### src/sapd_pkg.sv
// Shared types, constants and the CORDIC arctangent table of the synchronous AM detector.
// Depends on nothing; the detector unit, sapd_cordic and sapd_mac import it.
`timescale 1ns / 1ps

package sapd_pkg;

    // CORDIC datapath: vectors in Q2.30 (or scaled detector input), angles in 32-bit turns.
    localparam int CORDIC_W     = 44;
    localparam int CORDIC_ZW    = 34;
    localparam int CORDIC_STEPS = 28;
    localparam int CORDIC_KW    = 5;

    // Width of the multiplier's first operand (sin/cos values and gains).
    localparam int MAC_AW = 33;

    // Configuration port.
    localparam int CFG_IDX_W  = 3;
    localparam int CFG_DATA_W = 16;

    localparam logic [CFG_IDX_W-1:0] CFG_PROP_GAIN     = 3'd0;
    localparam logic [CFG_IDX_W-1:0] CFG_INT_GAIN      = 3'd1;
    localparam logic [CFG_IDX_W-1:0] CFG_FREQ_MIN      = 3'd2;
    localparam logic [CFG_IDX_W-1:0] CFG_FREQ_MAX      = 3'd3;
    localparam logic [CFG_IDX_W-1:0] CFG_DC_DECAY      = 3'd4;
    localparam logic [CFG_IDX_W-1:0] CFG_CARRIER_DECAY = 3'd5;
    localparam logic [CFG_IDX_W-1:0] CFG_LEVELER_ON    = 3'd6;

    // Inverse CORDIC gain in Q2.30, and a quarter and a half turn.
    localparam logic signed [CORDIC_W-1:0]  INV_GAIN  = 44'sd652032874;
    localparam logic signed [CORDIC_ZW-1:0] Z_QUARTER = 34'sh0_4000_0000;
    localparam logic signed [CORDIC_ZW-1:0] Z_HALF    = 34'sh0_8000_0000;

    // Multiply-accumulate operations.
    typedef enum logic [1:0] {
        MAC_LOAD,
        MAC_ADD,
        MAC_SUB
    } t_mac_op;

    typedef struct packed {
        logic    mul_en;
        logic    acc_en;
        t_mac_op op;
    } t_mac_ctl;

    typedef struct packed {
        logic start;
        logic rot_mode;
    } t_cordic_cmd;

    // Arctangent of 2^-k in 32-bit turns.
    function automatic logic signed [CORDIC_ZW-1:0] f_atan(input logic [CORDIC_KW-1:0] k);
        logic signed [CORDIC_ZW-1:0] v;
        case (k)
            5'd0:    v = 34'sd536870912;
            5'd1:    v = 34'sd316933406;
            5'd2:    v = 34'sd167458907;
            5'd3:    v = 34'sd85004756;
            5'd4:    v = 34'sd42667331;
            5'd5:    v = 34'sd21354465;
            5'd6:    v = 34'sd10679838;
            5'd7:    v = 34'sd5340245;
            5'd8:    v = 34'sd2670163;
            5'd9:    v = 34'sd1335087;
            5'd10:   v = 34'sd667544;
            5'd11:   v = 34'sd333772;
            5'd12:   v = 34'sd166886;
            5'd13:   v = 34'sd83443;
            5'd14:   v = 34'sd41722;
            5'd15:   v = 34'sd20861;
            5'd16:   v = 34'sd10430;
            5'd17:   v = 34'sd5215;
            5'd18:   v = 34'sd2608;
            5'd19:   v = 34'sd1304;
            5'd20:   v = 34'sd652;
            5'd21:   v = 34'sd326;
            5'd22:   v = 34'sd163;
            5'd23:   v = 34'sd81;
            5'd24:   v = 34'sd41;
            5'd25:   v = 34'sd20;
            5'd26:   v = 34'sd10;
            5'd27:   v = 34'sd5;
            default: v = '0;
        endcase
        return v;
    endfunction

endpackage

### src/sapd_if.sv
// Stream interfaces of the synchronous AM detector: sample requests in, result requests out.
// Depends on nothing.
`timescale 1ns / 1ps

interface sapd_in_if #(parameter int SAMPLE_BITS = 16);
    logic                          valid;
    logic                          ready;
    logic signed [SAMPLE_BITS-1:0] sample_i;
    logic signed [SAMPLE_BITS-1:0] sample_q;

    modport source(output valid, output sample_i, output sample_q, input ready);
    modport sink(input valid, input sample_i, input sample_q, output ready);
endinterface

interface sapd_out_if #(parameter int SAMPLE_BITS = 16);
    logic                          valid;
    logic                          ready;
    logic signed [SAMPLE_BITS-1:0] audio_out;
    logic signed [15:0]            freq_now;

    modport source(output valid, output audio_out, output freq_now, input ready);
    modport sink(input valid, input audio_out, input freq_now, output ready);
endinterface

### src/sync_am_pll_detector_unit.sv
// Top level of the synchronous AM detector: configuration registers, sequencer and state.
// Depends on sapd_pkg, sapd_if, sapd_cordic and sapd_mac.
//
// Channel   Direction  Payload                        Handshake
// i_smp     in         sample_i, sample_q             valid / ready
// o_res     out        audio_out, freq_now            valid / ready
// i_cfg_*   in         i_cfg_idx, i_cfg_data          i_cfg_we, no wait
//
// Each sample uses the shared CORDIC's two 28-step passes (sin/cos, then atan2) and the
// shared multiplier, one product at a time. Leveling adds the DC and carrier products; a
// zero rotated vector skips the atan2 pass. i_smp.ready is high only while the sequencer
// is idle. A finished result waits in the output register while the next sample is taken.
// Reset is synchronous and active low and restores registers and loop state.
`timescale 1ns / 1ps

module sync_am_pll_detector_unit
    import sapd_pkg::*;
#(
    parameter int SAMPLE_BITS = 16,
    parameter int PHASE_BITS  = 16
) (
    input  logic                  i_clk,
    input  logic                  i_rst_n,
    sapd_in_if.sink               i_smp,
    sapd_out_if.source            o_res,
    input  logic                  i_cfg_we,
    input  logic [CFG_IDX_W-1:0]  i_cfg_idx,
    input  logic [CFG_DATA_W-1:0] i_cfg_data
);

    localparam int SB     = SAMPLE_BITS;
    localparam int PB     = PHASE_BITS;
    localparam int MB_W   = (SB + 2 > 18) ? SB + 2 : 18;
    localparam int ACC_W  = MAC_AW + MB_W + 1;
    localparam int SATW   = ACC_W - 16;
    localparam int UP_SH  = 40 - SB;
    localparam int PH_UP  = (PB >= 16) ? PB - 16 : 0;
    localparam int PH_DN  = (PB >= 16) ? 0 : 16 - PB;
    localparam int PH_RND = (1 << PH_DN) >> 1;
    localparam int INC_W  = 18 + PH_UP + 1;

    localparam logic signed [ACC_W-1:0] BIAS_30 = ACC_W'(2 ** 29);
    localparam logic signed [ACC_W-1:0] BIAS_16 = ACC_W'(2 ** 15);
    localparam logic signed [SATW-1:0]  SAT_HI  = SATW'((2 ** (SB - 1)) - 1);
    localparam logic signed [SATW-1:0]  SAT_LO  = SATW'(-(2 ** (SB - 1)));

    // Multiplier steps.
    localparam logic [3:0] ST_C0_A = 4'd0;
    localparam logic [3:0] ST_C0_B = 4'd1;
    localparam logic [3:0] ST_C1_A = 4'd2;
    localparam logic [3:0] ST_C1_B = 4'd3;
    localparam logic [3:0] ST_DC_A = 4'd4;
    localparam logic [3:0] ST_DC_B = 4'd5;
    localparam logic [3:0] ST_CR_A = 4'd6;
    localparam logic [3:0] ST_CR_B = 4'd7;
    localparam logic [3:0] ST_INT  = 4'd8;
    localparam logic [3:0] ST_PROP = 4'd9;

    typedef enum logic [2:0] {
        S_IDLE,
        S_ROT,
        S_ROT_WAIT,
        S_MUL,
        S_VEC,
        S_VEC_WAIT,
        S_UPD,
        S_OUT
    } t_state;

    function automatic logic signed [SB-1:0] f_sat(input logic signed [SATW-1:0] v);
        logic signed [SATW-1:0] c;
        if (v > SAT_HI) begin
            c = SAT_HI;
        end else if (v < SAT_LO) begin
            c = SAT_LO;
        end else begin
            c = v;
        end
        return c[SB-1:0];
    endfunction

    // Configuration registers.
    logic [15:0]        r_prop_gain;
    logic [15:0]        r_int_gain;
    logic signed [15:0] r_freq_min;
    logic signed [15:0] r_freq_max;
    logic [15:0]        r_dc_decay;
    logic [15:0]        r_carrier_decay;
    logic               r_leveler_on;

    // Sequencer, loop state and working registers.
    t_state                r_state;
    logic [3:0]            r_k;
    logic [1:0]            r_ph;
    logic signed [SB-1:0]  r_si;
    logic signed [SB-1:0]  r_sq;
    logic [PB-1:0]         r_phase;
    logic signed [15:0]    r_freq;
    logic signed [17:0]    r_prev;
    logic signed [SB-1:0]  r_dc;
    logic signed [SB-1:0]  r_carr;
    logic signed [SB:0]    r_c0;
    logic signed [SB:0]    r_c1;
    logic signed [SB+1:0]  r_raw;
    logic signed [17:0]    r_det;
    logic signed [17:0]    r_di;
    logic signed [17:0]    r_dp;
    logic signed [SB-1:0]  r_res_audio;
    logic                  r_out_valid;
    logic signed [SB-1:0]  r_out_audio;
    logic signed [15:0]    r_out_freq;

    // Shared unit connections.
    t_cordic_cmd                 w_cmd;
    logic signed [CORDIC_W-1:0]  w_cx;
    logic signed [CORDIC_W-1:0]  w_cy;
    logic signed [CORDIC_ZW-1:0] w_cz;
    logic signed [CORDIC_W-1:0]  w_ox;
    logic signed [CORDIC_W-1:0]  w_oy;
    logic signed [CORDIC_ZW-1:0] w_oz;
    logic                        w_cdone;
    t_mac_ctl                    w_mctl;
    logic signed [MAC_AW-1:0]    w_ma;
    logic signed [MB_W-1:0]      w_mb;
    logic signed [ACC_W-1:0]     w_bias;
    logic signed [ACC_W-1:0]     w_acc;

    // Derived values.
    logic signed [31:0]          w_ang;
    logic signed [CORDIC_ZW-1:0] w_zs;
    logic signed [CORDIC_W-1:0]  w_vx;
    logic signed [CORDIC_W-1:0]  w_vy;
    logic                        w_zero;
    logic signed [CORDIC_ZW-1:0] w_zr;
    logic signed [SB:0]          w_acc30;
    logic signed [SATW-1:0]      w_acc16;
    logic signed [18:0]          w_f;
    logic signed [15:0]          w_fc;
    logic signed [18:0]          w_prev;
    logic signed [INC_W-1:0]     w_inc_sum;
    logic signed [INC_W-1:0]     w_inc_sc;
    logic signed [PB+INC_W-1:0]  w_inc_ext;
    logic signed [SATW-1:0]      w_aud;

    sapd_cordic u_cordic (
        .i_clk   (i_clk),
        .i_rst_n (i_rst_n),
        .i_cmd   (w_cmd),
        .i_x     (w_cx),
        .i_y     (w_cy),
        .i_z     (w_cz),
        .o_x     (w_ox),
        .o_y     (w_oy),
        .o_z     (w_oz),
        .o_done  (w_cdone)
    );

    sapd_mac #(.B_W(MB_W)) u_mac (
        .i_clk  (i_clk),
        .i_ctl  (w_mctl),
        .i_a    (w_ma),
        .i_b    (w_mb),
        .i_bias (w_bias),
        .o_acc  (w_acc)
    );

    // CORDIC start values: phase rotation folded into the right half plane, or the
    // detector vector scaled up and mirrored when it points left.
    always_comb begin
        w_ang  = {r_phase, {(32 - PB){1'b0}}};
        w_zs   = CORDIC_ZW'(w_ang);
        w_vx   = CORDIC_W'(r_c0) <<< UP_SH;
        w_vy   = CORDIC_W'(r_c1) <<< UP_SH;
        w_zero = (r_c0 == '0) && (r_c1 == '0);
        w_cmd.start    = (r_state == S_ROT) || ((r_state == S_VEC) && !w_zero);
        w_cmd.rot_mode = (r_state == S_ROT);
        if (r_state == S_VEC) begin
            if (r_c0[SB]) begin
                w_cx = -w_vx;
                w_cy = -w_vy;
                w_cz = r_c1[SB] ? -Z_HALF : Z_HALF;
            end else begin
                w_cx = w_vx;
                w_cy = w_vy;
                w_cz = '0;
            end
        end else begin
            w_cy = '0;
            if (w_zs > Z_QUARTER) begin
                w_cx = -INV_GAIN;
                w_cz = w_zs - Z_HALF;
            end else if (w_zs < -Z_QUARTER) begin
                w_cx = -INV_GAIN;
                w_cz = w_zs + Z_HALF;
            end else begin
                w_cx = INV_GAIN;
                w_cz = w_zs;
            end
        end
    end

    // Multiplier operands for each step.
    always_comb begin
        w_ma        = '0;
        w_mb        = '0;
        w_mctl.op   = MAC_LOAD;
        w_mctl.mul_en = (r_state == S_MUL) && (r_ph == 2'd0);
        w_mctl.acc_en = (r_state == S_MUL) && (r_ph == 2'd1);
        w_bias      = ((r_k == ST_C0_A) || (r_k == ST_C1_A)) ? BIAS_30 : BIAS_16;
        case (r_k)
            ST_C0_A: begin
                w_ma = w_ox[MAC_AW-1:0];
                w_mb = MB_W'(r_si);
            end
            ST_C0_B: begin
                w_ma = w_oy[MAC_AW-1:0];
                w_mb = MB_W'(r_sq);
                w_mctl.op = MAC_ADD;
            end
            ST_C1_A: begin
                w_ma = w_ox[MAC_AW-1:0];
                w_mb = MB_W'(r_sq);
            end
            ST_C1_B: begin
                w_ma = w_oy[MAC_AW-1:0];
                w_mb = MB_W'(r_si);
                w_mctl.op = MAC_SUB;
            end
            ST_DC_A: begin
                w_ma = $signed(MAC_AW'({1'b0, r_dc_decay}));
                w_mb = MB_W'(r_dc);
            end
            ST_DC_B: begin
                w_ma = $signed(MAC_AW'(17'h10000 - {1'b0, r_dc_decay}));
                w_mb = MB_W'(r_raw);
                w_mctl.op = MAC_ADD;
            end
            ST_CR_A: begin
                w_ma = $signed(MAC_AW'({1'b0, r_carrier_decay}));
                w_mb = MB_W'(r_carr);
            end
            ST_CR_B: begin
                w_ma = $signed(MAC_AW'(17'h10000 - {1'b0, r_carrier_decay}));
                w_mb = MB_W'(r_c0);
                w_mctl.op = MAC_ADD;
            end
            ST_INT: begin
                w_ma = $signed(MAC_AW'(r_int_gain));
                w_mb = MB_W'(r_det);
            end
            ST_PROP: begin
                w_ma = $signed(MAC_AW'(r_prop_gain));
                w_mb = MB_W'(r_det);
            end
            default: begin
                w_ma = '0;
                w_mb = '0;
            end
        endcase
    end

    // Rounded results, loop filter, phase step and audio, leveled when the leveler is on.
    always_comb begin
        w_acc30   = w_acc[30+SB:30];
        w_acc16   = w_acc[ACC_W-1:16];
        w_zr      = w_oz + CORDIC_ZW'(32768);
        w_f       = 19'(r_freq) + 19'(r_di);
        if (w_f < 19'(r_freq_min)) begin
            w_fc = r_freq_min;
        end else if (w_f > 19'(r_freq_max)) begin
            w_fc = r_freq_max;
        end else begin
            w_fc = w_f[15:0];
        end
        w_prev    = 19'(r_dp) + 19'(w_fc);
        w_inc_sum = (INC_W'(r_prev) <<< PH_UP) + INC_W'(PH_RND);
        w_inc_sc  = w_inc_sum >>> PH_DN;
        w_inc_ext = (PB + INC_W)'(w_inc_sc);
        if (r_leveler_on) begin
            w_aud = SATW'(r_raw) + SATW'(r_carr) - SATW'(r_dc);
        end else begin
            w_aud = SATW'(r_raw);
        end
    end

    // Configuration writes.
    always_ff @(posedge i_clk) begin
        if (!i_rst_n) begin
            r_prop_gain     <= 16'd2000;
            r_int_gain      <= 16'd40;
            r_freq_min      <= -16'sd2731;
            r_freq_max      <= 16'sd2731;
            r_dc_decay      <= 16'd65470;
            r_carrier_decay <= 16'd65470;
            r_leveler_on    <= 1'b1;
        end else if (i_cfg_we) begin
            unique case (i_cfg_idx)
                CFG_PROP_GAIN:     r_prop_gain     <= i_cfg_data;
                CFG_INT_GAIN:      r_int_gain      <= i_cfg_data;
                CFG_FREQ_MIN:      r_freq_min      <= $signed(i_cfg_data);
                CFG_FREQ_MAX:      r_freq_max      <= $signed(i_cfg_data);
                CFG_DC_DECAY:      r_dc_decay      <= i_cfg_data;
                CFG_CARRIER_DECAY: r_carrier_decay <= i_cfg_data;
                CFG_LEVELER_ON:    r_leveler_on    <= i_cfg_data[0];
                default:           r_leveler_on    <= r_leveler_on;
            endcase
        end
    end

    // Sequencer with loop state and the output register.
    always_ff @(posedge i_clk) begin
        if (!i_rst_n) begin
            r_state     <= S_IDLE;
            r_k         <= ST_C0_A;
            r_ph        <= 2'd0;
            r_phase     <= '0;
            r_freq      <= '0;
            r_prev      <= '0;
            r_dc        <= '0;
            r_carr      <= '0;
            r_out_valid <= 1'b0;
        end else begin
            // The output register reloads itself in S_OUT, so it is only cleared elsewhere.
            if (r_out_valid && o_res.ready && (r_state != S_OUT)) begin
                r_out_valid <= 1'b0;
            end
            unique case (r_state)
                S_IDLE: begin
                    if (i_smp.valid) begin
                        r_si    <= i_smp.sample_i;
                        r_sq    <= i_smp.sample_q;
                        r_state <= S_ROT;
                    end
                end
                S_ROT: begin
                    r_state <= S_ROT_WAIT;
                end
                S_ROT_WAIT: begin
                    if (w_cdone) begin
                        r_k     <= ST_C0_A;
                        r_ph    <= 2'd0;
                        r_state <= S_MUL;
                    end
                end
                S_MUL: begin
                    if (r_ph != 2'd2) begin
                        r_ph <= r_ph + 2'd1;
                    end else begin
                        r_ph <= 2'd0;
                        r_k  <= r_k + 4'd1;
                        case (r_k)
                            ST_C0_B: r_c0 <= w_acc30;
                            ST_C1_B: begin
                                r_c1  <= w_acc30;
                                r_raw <= (SB + 2)'(r_c0) + (SB + 2)'(w_acc30);
                                if (!r_leveler_on) begin
                                    r_state <= S_VEC;
                                end
                            end
                            ST_DC_B: r_dc <= f_sat(w_acc16);
                            ST_CR_B: begin
                                r_carr  <= f_sat(w_acc16);
                                r_state <= S_VEC;
                            end
                            ST_INT:  r_di <= w_acc16[17:0];
                            ST_PROP: begin
                                r_dp    <= w_acc16[17:0];
                                r_state <= S_UPD;
                            end
                            default: ;
                        endcase
                    end
                end
                S_VEC: begin
                    if (w_zero) begin
                        r_det   <= '0;
                        r_k     <= ST_INT;
                        r_state <= S_MUL;
                    end else begin
                        r_state <= S_VEC_WAIT;
                    end
                end
                S_VEC_WAIT: begin
                    if (w_cdone) begin
                        r_det   <= w_zr[CORDIC_ZW-1:16];
                        r_k     <= ST_INT;
                        r_state <= S_MUL;
                    end
                end
                S_UPD: begin
                    r_freq      <= w_fc;
                    r_prev      <= w_prev[17:0];
                    r_phase     <= r_phase + w_inc_ext[PB-1:0];
                    r_res_audio <= f_sat(w_aud);
                    r_state     <= S_OUT;
                end
                S_OUT: begin
                    if (!r_out_valid || o_res.ready) begin
                        r_out_audio <= r_res_audio;
                        r_out_freq  <= r_freq;
                        r_out_valid <= 1'b1;
                        r_state     <= S_IDLE;
                    end
                end
                default: r_state <= S_IDLE;
            endcase
        end
    end

    assign i_smp.ready     = (r_state == S_IDLE);
    assign o_res.valid     = r_out_valid;
    assign o_res.audio_out = r_out_audio;
    assign o_res.freq_now  = r_out_freq;

endmodule

### src/sapd_cordic.sv
// Shared CORDIC unit, one micro-rotation per cycle, in rotation or vectoring mode.
// Depends on sapd_pkg for widths, the step count and the arctangent table.
`timescale 1ns / 1ps

module sapd_cordic
    import sapd_pkg::*;
(
    input  logic                        i_clk,
    input  logic                        i_rst_n,
    input  t_cordic_cmd                 i_cmd,
    input  logic signed [CORDIC_W-1:0]  i_x,
    input  logic signed [CORDIC_W-1:0]  i_y,
    input  logic signed [CORDIC_ZW-1:0] i_z,
    output logic signed [CORDIC_W-1:0]  o_x,
    output logic signed [CORDIC_W-1:0]  o_y,
    output logic signed [CORDIC_ZW-1:0] o_z,
    output logic                        o_done
);

    logic                        r_busy;
    logic                        r_done;
    logic [CORDIC_KW-1:0]        r_k;
    logic                        r_rot;
    logic signed [CORDIC_W-1:0]  r_x;
    logic signed [CORDIC_W-1:0]  r_y;
    logic signed [CORDIC_ZW-1:0] r_z;

    logic signed [CORDIC_W-1:0]  w_xs;
    logic signed [CORDIC_W-1:0]  w_ys;
    logic signed [CORDIC_ZW-1:0] w_atan;
    logic                        w_pos;

    // Both modes share one update; only the direction decision differs.
    always_comb begin
        w_xs   = r_x >>> r_k;
        w_ys   = r_y >>> r_k;
        w_atan = f_atan(r_k);
        w_pos  = r_rot ? !r_z[CORDIC_ZW-1] : (r_y[CORDIC_W-1] || (r_y == '0));
    end

    // Step counter and completion strobe.
    always_ff @(posedge i_clk) begin
        if (!i_rst_n) begin
            r_busy <= 1'b0;
            r_done <= 1'b0;
            r_k    <= '0;
        end else begin
            r_done <= 1'b0;
            if (i_cmd.start) begin
                r_busy <= 1'b1;
                r_k    <= '0;
            end else if (r_busy) begin
                if (r_k == CORDIC_KW'(CORDIC_STEPS - 1)) begin
                    r_busy <= 1'b0;
                    r_done <= 1'b1;
                end else begin
                    r_k <= r_k + 1'b1;
                end
            end
        end
    end

    // Vector and angle registers.
    always_ff @(posedge i_clk) begin
        if (i_cmd.start) begin
            r_x   <= i_x;
            r_y   <= i_y;
            r_z   <= i_z;
            r_rot <= i_cmd.rot_mode;
        end else if (r_busy) begin
            if (w_pos) begin
                r_x <= r_x - w_ys;
                r_y <= r_y + w_xs;
                r_z <= r_z - w_atan;
            end else begin
                r_x <= r_x + w_ys;
                r_y <= r_y - w_xs;
                r_z <= r_z + w_atan;
            end
        end
    end

    assign o_x    = r_x;
    assign o_y    = r_y;
    assign o_z    = r_z;
    assign o_done = r_done;

endmodule

### src/sapd_mac.sv
// Shared multiply-accumulate unit: a registered product, then a registered accumulator.
// Depends on sapd_pkg for the operation codes and the first operand width.
`timescale 1ns / 1ps

module sapd_mac
    import sapd_pkg::*;
#(
    parameter int  B_W   = 18,
    localparam int ACC_W = MAC_AW + B_W + 1
) (
    input  logic                     i_clk,
    input  t_mac_ctl                 i_ctl,
    input  logic signed [MAC_AW-1:0] i_a,
    input  logic signed [B_W-1:0]    i_b,
    input  logic signed [ACC_W-1:0]  i_bias,
    output logic signed [ACC_W-1:0]  o_acc
);

    logic signed [MAC_AW+B_W-1:0] r_prod;
    logic signed [ACC_W-1:0]      r_acc;

    // Product register.
    always_ff @(posedge i_clk) begin
        if (i_ctl.mul_en) begin
            r_prod <= i_a * i_b;
        end
    end

    // Accumulator: load with a rounding bias, add or subtract.
    always_ff @(posedge i_clk) begin
        if (i_ctl.acc_en) begin
            case (i_ctl.op)
                MAC_LOAD: r_acc <= ACC_W'(r_prod) + i_bias;
                MAC_ADD:  r_acc <= r_acc + ACC_W'(r_prod);
                MAC_SUB:  r_acc <= r_acc - ACC_W'(r_prod);
                default:  r_acc <= r_acc;
            endcase
        end
    end

    assign o_acc = r_acc;

endmodule
### src/flat_wrapper.sv
// flat-port wrapper written by rule: the top's interface ports become plain ports
module sync_am_pll_detector_unit_flat import sapd_pkg::*;
#(
    parameter int SAMPLE_BITS = 16,
    parameter int PHASE_BITS  = 16
)
  (i_clk, i_rst_n, i_cfg_we, i_cfg_idx, i_cfg_data, i_smp_valid, i_smp_sample_i, i_smp_sample_q, i_smp_ready, o_res_valid, o_res_audio_out, o_res_freq_now, o_res_ready);
  sapd_in_if #(.SAMPLE_BITS(SAMPLE_BITS)) i_smp_i ();
  sapd_out_if #(.SAMPLE_BITS(SAMPLE_BITS)) o_res_i ();
  input  logic i_clk;
  input  logic i_rst_n;
  input  logic i_cfg_we;
  input  logic [CFG_IDX_W-1:0] i_cfg_idx;
  input  logic [CFG_DATA_W-1:0] i_cfg_data;
  input wire logic [$bits(i_smp_i.valid)-1:0] i_smp_valid;
  input wire logic [$bits(i_smp_i.sample_i)-1:0] i_smp_sample_i;
  input wire logic [$bits(i_smp_i.sample_q)-1:0] i_smp_sample_q;
  output wire logic [$bits(i_smp_i.ready)-1:0] i_smp_ready;
  output wire logic [$bits(o_res_i.valid)-1:0] o_res_valid;
  output wire logic [$bits(o_res_i.audio_out)-1:0] o_res_audio_out;
  output wire logic [$bits(o_res_i.freq_now)-1:0] o_res_freq_now;
  input wire logic [$bits(o_res_i.ready)-1:0] o_res_ready;
  assign i_smp_i.valid = i_smp_valid;
  assign i_smp_i.sample_i = i_smp_sample_i;
  assign i_smp_i.sample_q = i_smp_sample_q;
  assign i_smp_ready = i_smp_i.ready;
  assign o_res_valid = o_res_i.valid;
  assign o_res_audio_out = o_res_i.audio_out;
  assign o_res_freq_now = o_res_i.freq_now;
  assign o_res_i.ready = o_res_ready;
  sync_am_pll_detector_unit #(.SAMPLE_BITS(SAMPLE_BITS), .PHASE_BITS(PHASE_BITS)) u_core (.i_clk(i_clk), .i_rst_n(i_rst_n), .i_smp(i_smp_i), .o_res(o_res_i), .i_cfg_we(i_cfg_we), .i_cfg_idx(i_cfg_idx), .i_cfg_data(i_cfg_data));
endmodule
### config.mk
export PLATFORM = sky130hd
export DESIGN_NAME = sync_am_pll_detector_unit_flat
export DESIGN_NICKNAME = d
export VERILOG_FILES = /design/src/sapd_pkg.sv /design/src/sapd_if.sv /design/src/sync_am_pll_detector_unit.sv /design/src/sapd_cordic.sv /design/src/sapd_mac.sv /design/src/flat_wrapper.sv
export SDC_FILE = /design/constraint.sdc
export NUM_CORES = 2
export LEC_CHECK = 0
export BUFFER_PORTS_ARGS = -buffer_cell sky130_fd_sc_hd__buf_2
export CORE_UTILIZATION = 58
export CTS_CLUSTER_SIZE = 14
export DETAILED_ROUTE_END_ITERATION = 16
export MAX_ROUTING_LAYER = met4
export PLACE_DENSITY = 0.74
export SYNTH_ARGS = -nofsm -noshare
export SYNTH_HDL_FRONTEND = slang
export SYNTH_SLANG_ARGS = --single-unit
### constraint.sdc
create_clock -name i_clk -period 27 [get_ports i_clk]
set_clock_uncertainty 0.05 [all_clocks]
set_input_delay 2.7 -clock i_clk [delete_from_list [all_inputs] [get_ports i_clk]]
set_output_delay 2.7 -clock i_clk [all_outputs]
set_load 0.1 [all_outputs]
==> impl_metrics.csv <==
group,metric,value,unit
floorplan,rows,128,
place,gp_congestion,1.058,
worst_setup_path,crit_top_cell,"fa_1",
synthesis,synth-async-reset-ratio,0,
worst_setup_path,start_kind,"register",
worst_setup_path,path_class,"register to register",
synthesis,synth_area_leader_cell,"edfxtp_1",
synthesis,synth_ff_type,"edfxtp_1",
synthesis,ys_ff_latch,634,
synthesis,synth-edff-count,410,
timing,tns,0,ps
detailed_routing,met3_length,28.60,mm
cts,cts-htree-levels,3,
floorplan,die_width,353.4,um
synthesis,synth_nets,9139,
timing,setup_viol,0,
detailed_routing,drc,0,
detailed_routing,initialDrtViolationCount,7563,
cts,hold_buffers,0,
synthesis,synth_area,0.07162,sq mm
cts,cts_root_buf,"clkbuf_16",
place,hpwlAfterDp,195.8,mm
grt,antenna_found_initial,15,
worst_setup_path,cp_max_fo,45,
worst_setup_path,cp.required,27380,ps
synthesis,netlist_instances,8045,
floorplan,die_area,0.1249,sq mm
floorplan,die_y,353.4,um
outcome,status,"completed",
timing,final_max_slew_viol_count,0,
floorplan,core_area,0.1222,sq mm
cts,cts_inserted_buffers,76,
timing,max_freq,88.07,MHz
job,cap_violations,0,
finish,utilization,0.6230,
synthesis,yosysMostFrequentCell,"nand2_1",
finish,drive_gt1_frac,0.07923,
finish,syn_to_final_growth,6.295,%
cts,path_clk_slew,60,ps
synthesis,synthTopCellsByCount,"1,027 x nand2_1, 900 x inv_1, 612 x nor2_1",
grt,grt_pass1_wl,382.2,mm
worst_setup_path,slowest_delay,920,ps
finish,num-nets-final,9020,
grt,grt_pass1_vias,61590,
timing,fin_ws,15640,ps
detailed_routing,num_vias,62850,
synthesis,synth_top_area_share,0.1719,
detailed_routing,drt_wl_total,254.5,mm
timing,rsz0062_at_grt,"no",
synthesis,ys_types,103,
finish,nFillCells,10420,
cts,clock-sinks,634,
synthesis,yosysSeqAreaShare,0.2345,
floorplan,start_util,0.5861,
detailed_routing,wire_per_inst,26.45,um
timing,fin_crit_sh,0.4206,
detailed_routing,wl_met1,97.45,mm
timing,min_period,11360,ps
detailed_routing,dr.pass1.iters,8,
cts,cts_buffer_depth,3,
detailed_routing,ant_nets,0,
detailed_routing,via_per_inst,6.533,
timing,worstMarginPinSlew,1432,ps
min_path,hp-class,"register to register",
cts,post_cts_resized,0,
detailed_routing,highest_layer,"met4",
timing,relSlewSlack,0.04513,
worst_setup_path,critPathArrivalTime,11730,ps
worst_setup_path,crit_path_top_delay_cell,"nor3_2",
grt,groute.usage.overall,0.4172,
synthesis,avgSynthCellArea,8.902,sq um
cts,cts_setup_buffers,0,
synthesis,yosys_warnings,0,
grt,grt.overflow.total,0,
timing,finalHoldWorstSlack,366.4,ps
worst_setup_path,endpoint_kind,"register",
floorplan,boundaryPins,90,
synthesis,netlist_top_cells_area,"edfxtp_1 17%, fa_1 17%, ha_1 7.7%",
cts,clk_latency,710,ps
place,io_buffers,89,
grt,grt_max_degree,71,
cts,cts_tree,"built",
detailed_routing,met2_length,110.9,mm
place,dp_slack,15880,ps
timing,hold_viol,0,
## cell families after synthesis
| family | share of synthesized area |
|---|---|
| compound gates | 0.1581 |
| xor+xnor | 0.06476 |
| fa+ha+maj | 0.2437 |
| buf+inv | 0.07189 |
| flops | 0.2345 |
| mux | 0.07093 |
| simple gates | 0.1561 |
## cell usage in the layout (no fill, tap or decap), types with 24 or more instances in the layout
cell / synthesis / final
and3_1: 58 / 57
a21o_1: 165 / 164
nand3_1: 180 / 177
ha_1: 443 / 442
inv_1: 900 / 900
buf_4: 17 / 115
xor2_1: 197 / 197
mux4_2: 130 / 130
a31oi_1: 66 / 66
nor2_1: 612 / 607
and2_1: 75 / 76
fa_1: 595 / 595
nand2_1: 1027 / 1027
mux2i_1: 134 / 133
nor2b_1: 64 / 64
edfxtp_1: 410 / 410
or3_1: 43 / 42
o22ai_1: 48 / 48
a21boi_0: 34 / 33
mux2_2: 72 / 72
xnor2_1: 330 / 330
nand2b_1: 59 / 59
a22oi_1: 76 / 76
a221oi_1: 24 / 24
a211oi_1: 86 / 86
nor3_1: 104 / 96
buf_2: 27 / 88
o21a_1: 49 / 48
a22o_1: 32 / 32
o21bai_1: 50 / 50
o211ai_1: 52 / 52
nand4_1: 62 / 62
a21oi_1: 473 / 472
dfxtp_1: 224 / 219
clkbuf_16: 0 / 77
nor4_1: 49 / 48
or2_2: 25 / 25
o21ai_0: 328 / 328
o31ai_1: 37 / 36
## critical path, delay by kind of cell, from the launching register on
| kind | cells | cell delay [ps] |
|---|---|---|
| simple gates | 8 | 2240 |
| flops | 1 | 430 |
| compound gates | 10 | 2800 |
| buf+inv | 5 | 700 |
| xor+xnor | 2 | 310 |
| fa+ha+maj | 9 | 4100 |
| mux | 1 | 400 |
## flip-flops by register name (all words and copies together), names as in the netlist, 17 cells and up
| name | cells |
|---|---|
| u_core.r_det | 18 |
| u_core.u_cordic.w_atan | 30 |
| u_core.u_mac.r_prod | 51 |
| u_core.u_mac.o_acc | 52 |
| u_core.r_raw | 18 |
| u_core.u_cordic.o_x | 44 |
| u_core.r_di | 18 |
| u_core.r_c1 | 17 |
| u_core.r_c0 | 17 |
| u_core.u_cordic.o_z | 34 |
| u_core.u_cordic.o_y | 44 |
## metrics by stage
step,instance area [sq um],instances
after floorplan,71620,8045
after global placement,73420,9473
after detailed placement,73420,9473
after CTS,76110,9614
after global routing,76120,9618
final,76130,9619
## worst paths after layout
kind | from | end | slack, ps | depth (start not counted)
worst min-delay path | u_core.r_res_audio[0]$_SDFFCE_PN1P_ | u_core.o_res.audio_out[0]$_DFFE_PP_ | 370 | 0
worst max register to register | u_core.r_k[0]$_SDFFE_PN0P_ | u_core.u_mac.r_prod[49]$_DFFE_PP_ | 15640 | 35
worst max-delay path | u_core.r_k[0]$_SDFFE_PN0P_ | u_core.u_mac.r_prod[49]$_DFFE_PP_ | 15640 | 35
worst min register to register | u_core.r_res_audio[0]$_SDFFCE_PN1P_ | u_core.o_res.audio_out[0]$_DFFE_PP_ | 370 | 0
## area by class of cell
cell class                      instances  area (sq um)  share of cell area
Antenna cell                            5         12.51           0.0001644
Clock buffer                          104          2128             0.02796
Clock inverter                         37         568.0            0.007462
Inverter                              912          3425             0.04498
Multi-Input combinational cell       6099         49840              0.6548
Sequential cell                       634         16810              0.2208
Tap cell                             1625          2033             0.02671
Timing Repair Buffer                  203          1304             0.01713
## routing by layer
metal / up-vias / track usage
met5: - / -
met4: 0 / 0.2339
met3: 817 / 0.09214
met2: 3621 / 0.6131
met1: 30770 / 0.5329
li1: 27640 / -
Power is not shown: default switching activity piles up to over one toggle a cycle in this logic, so the estimate is an artifact.
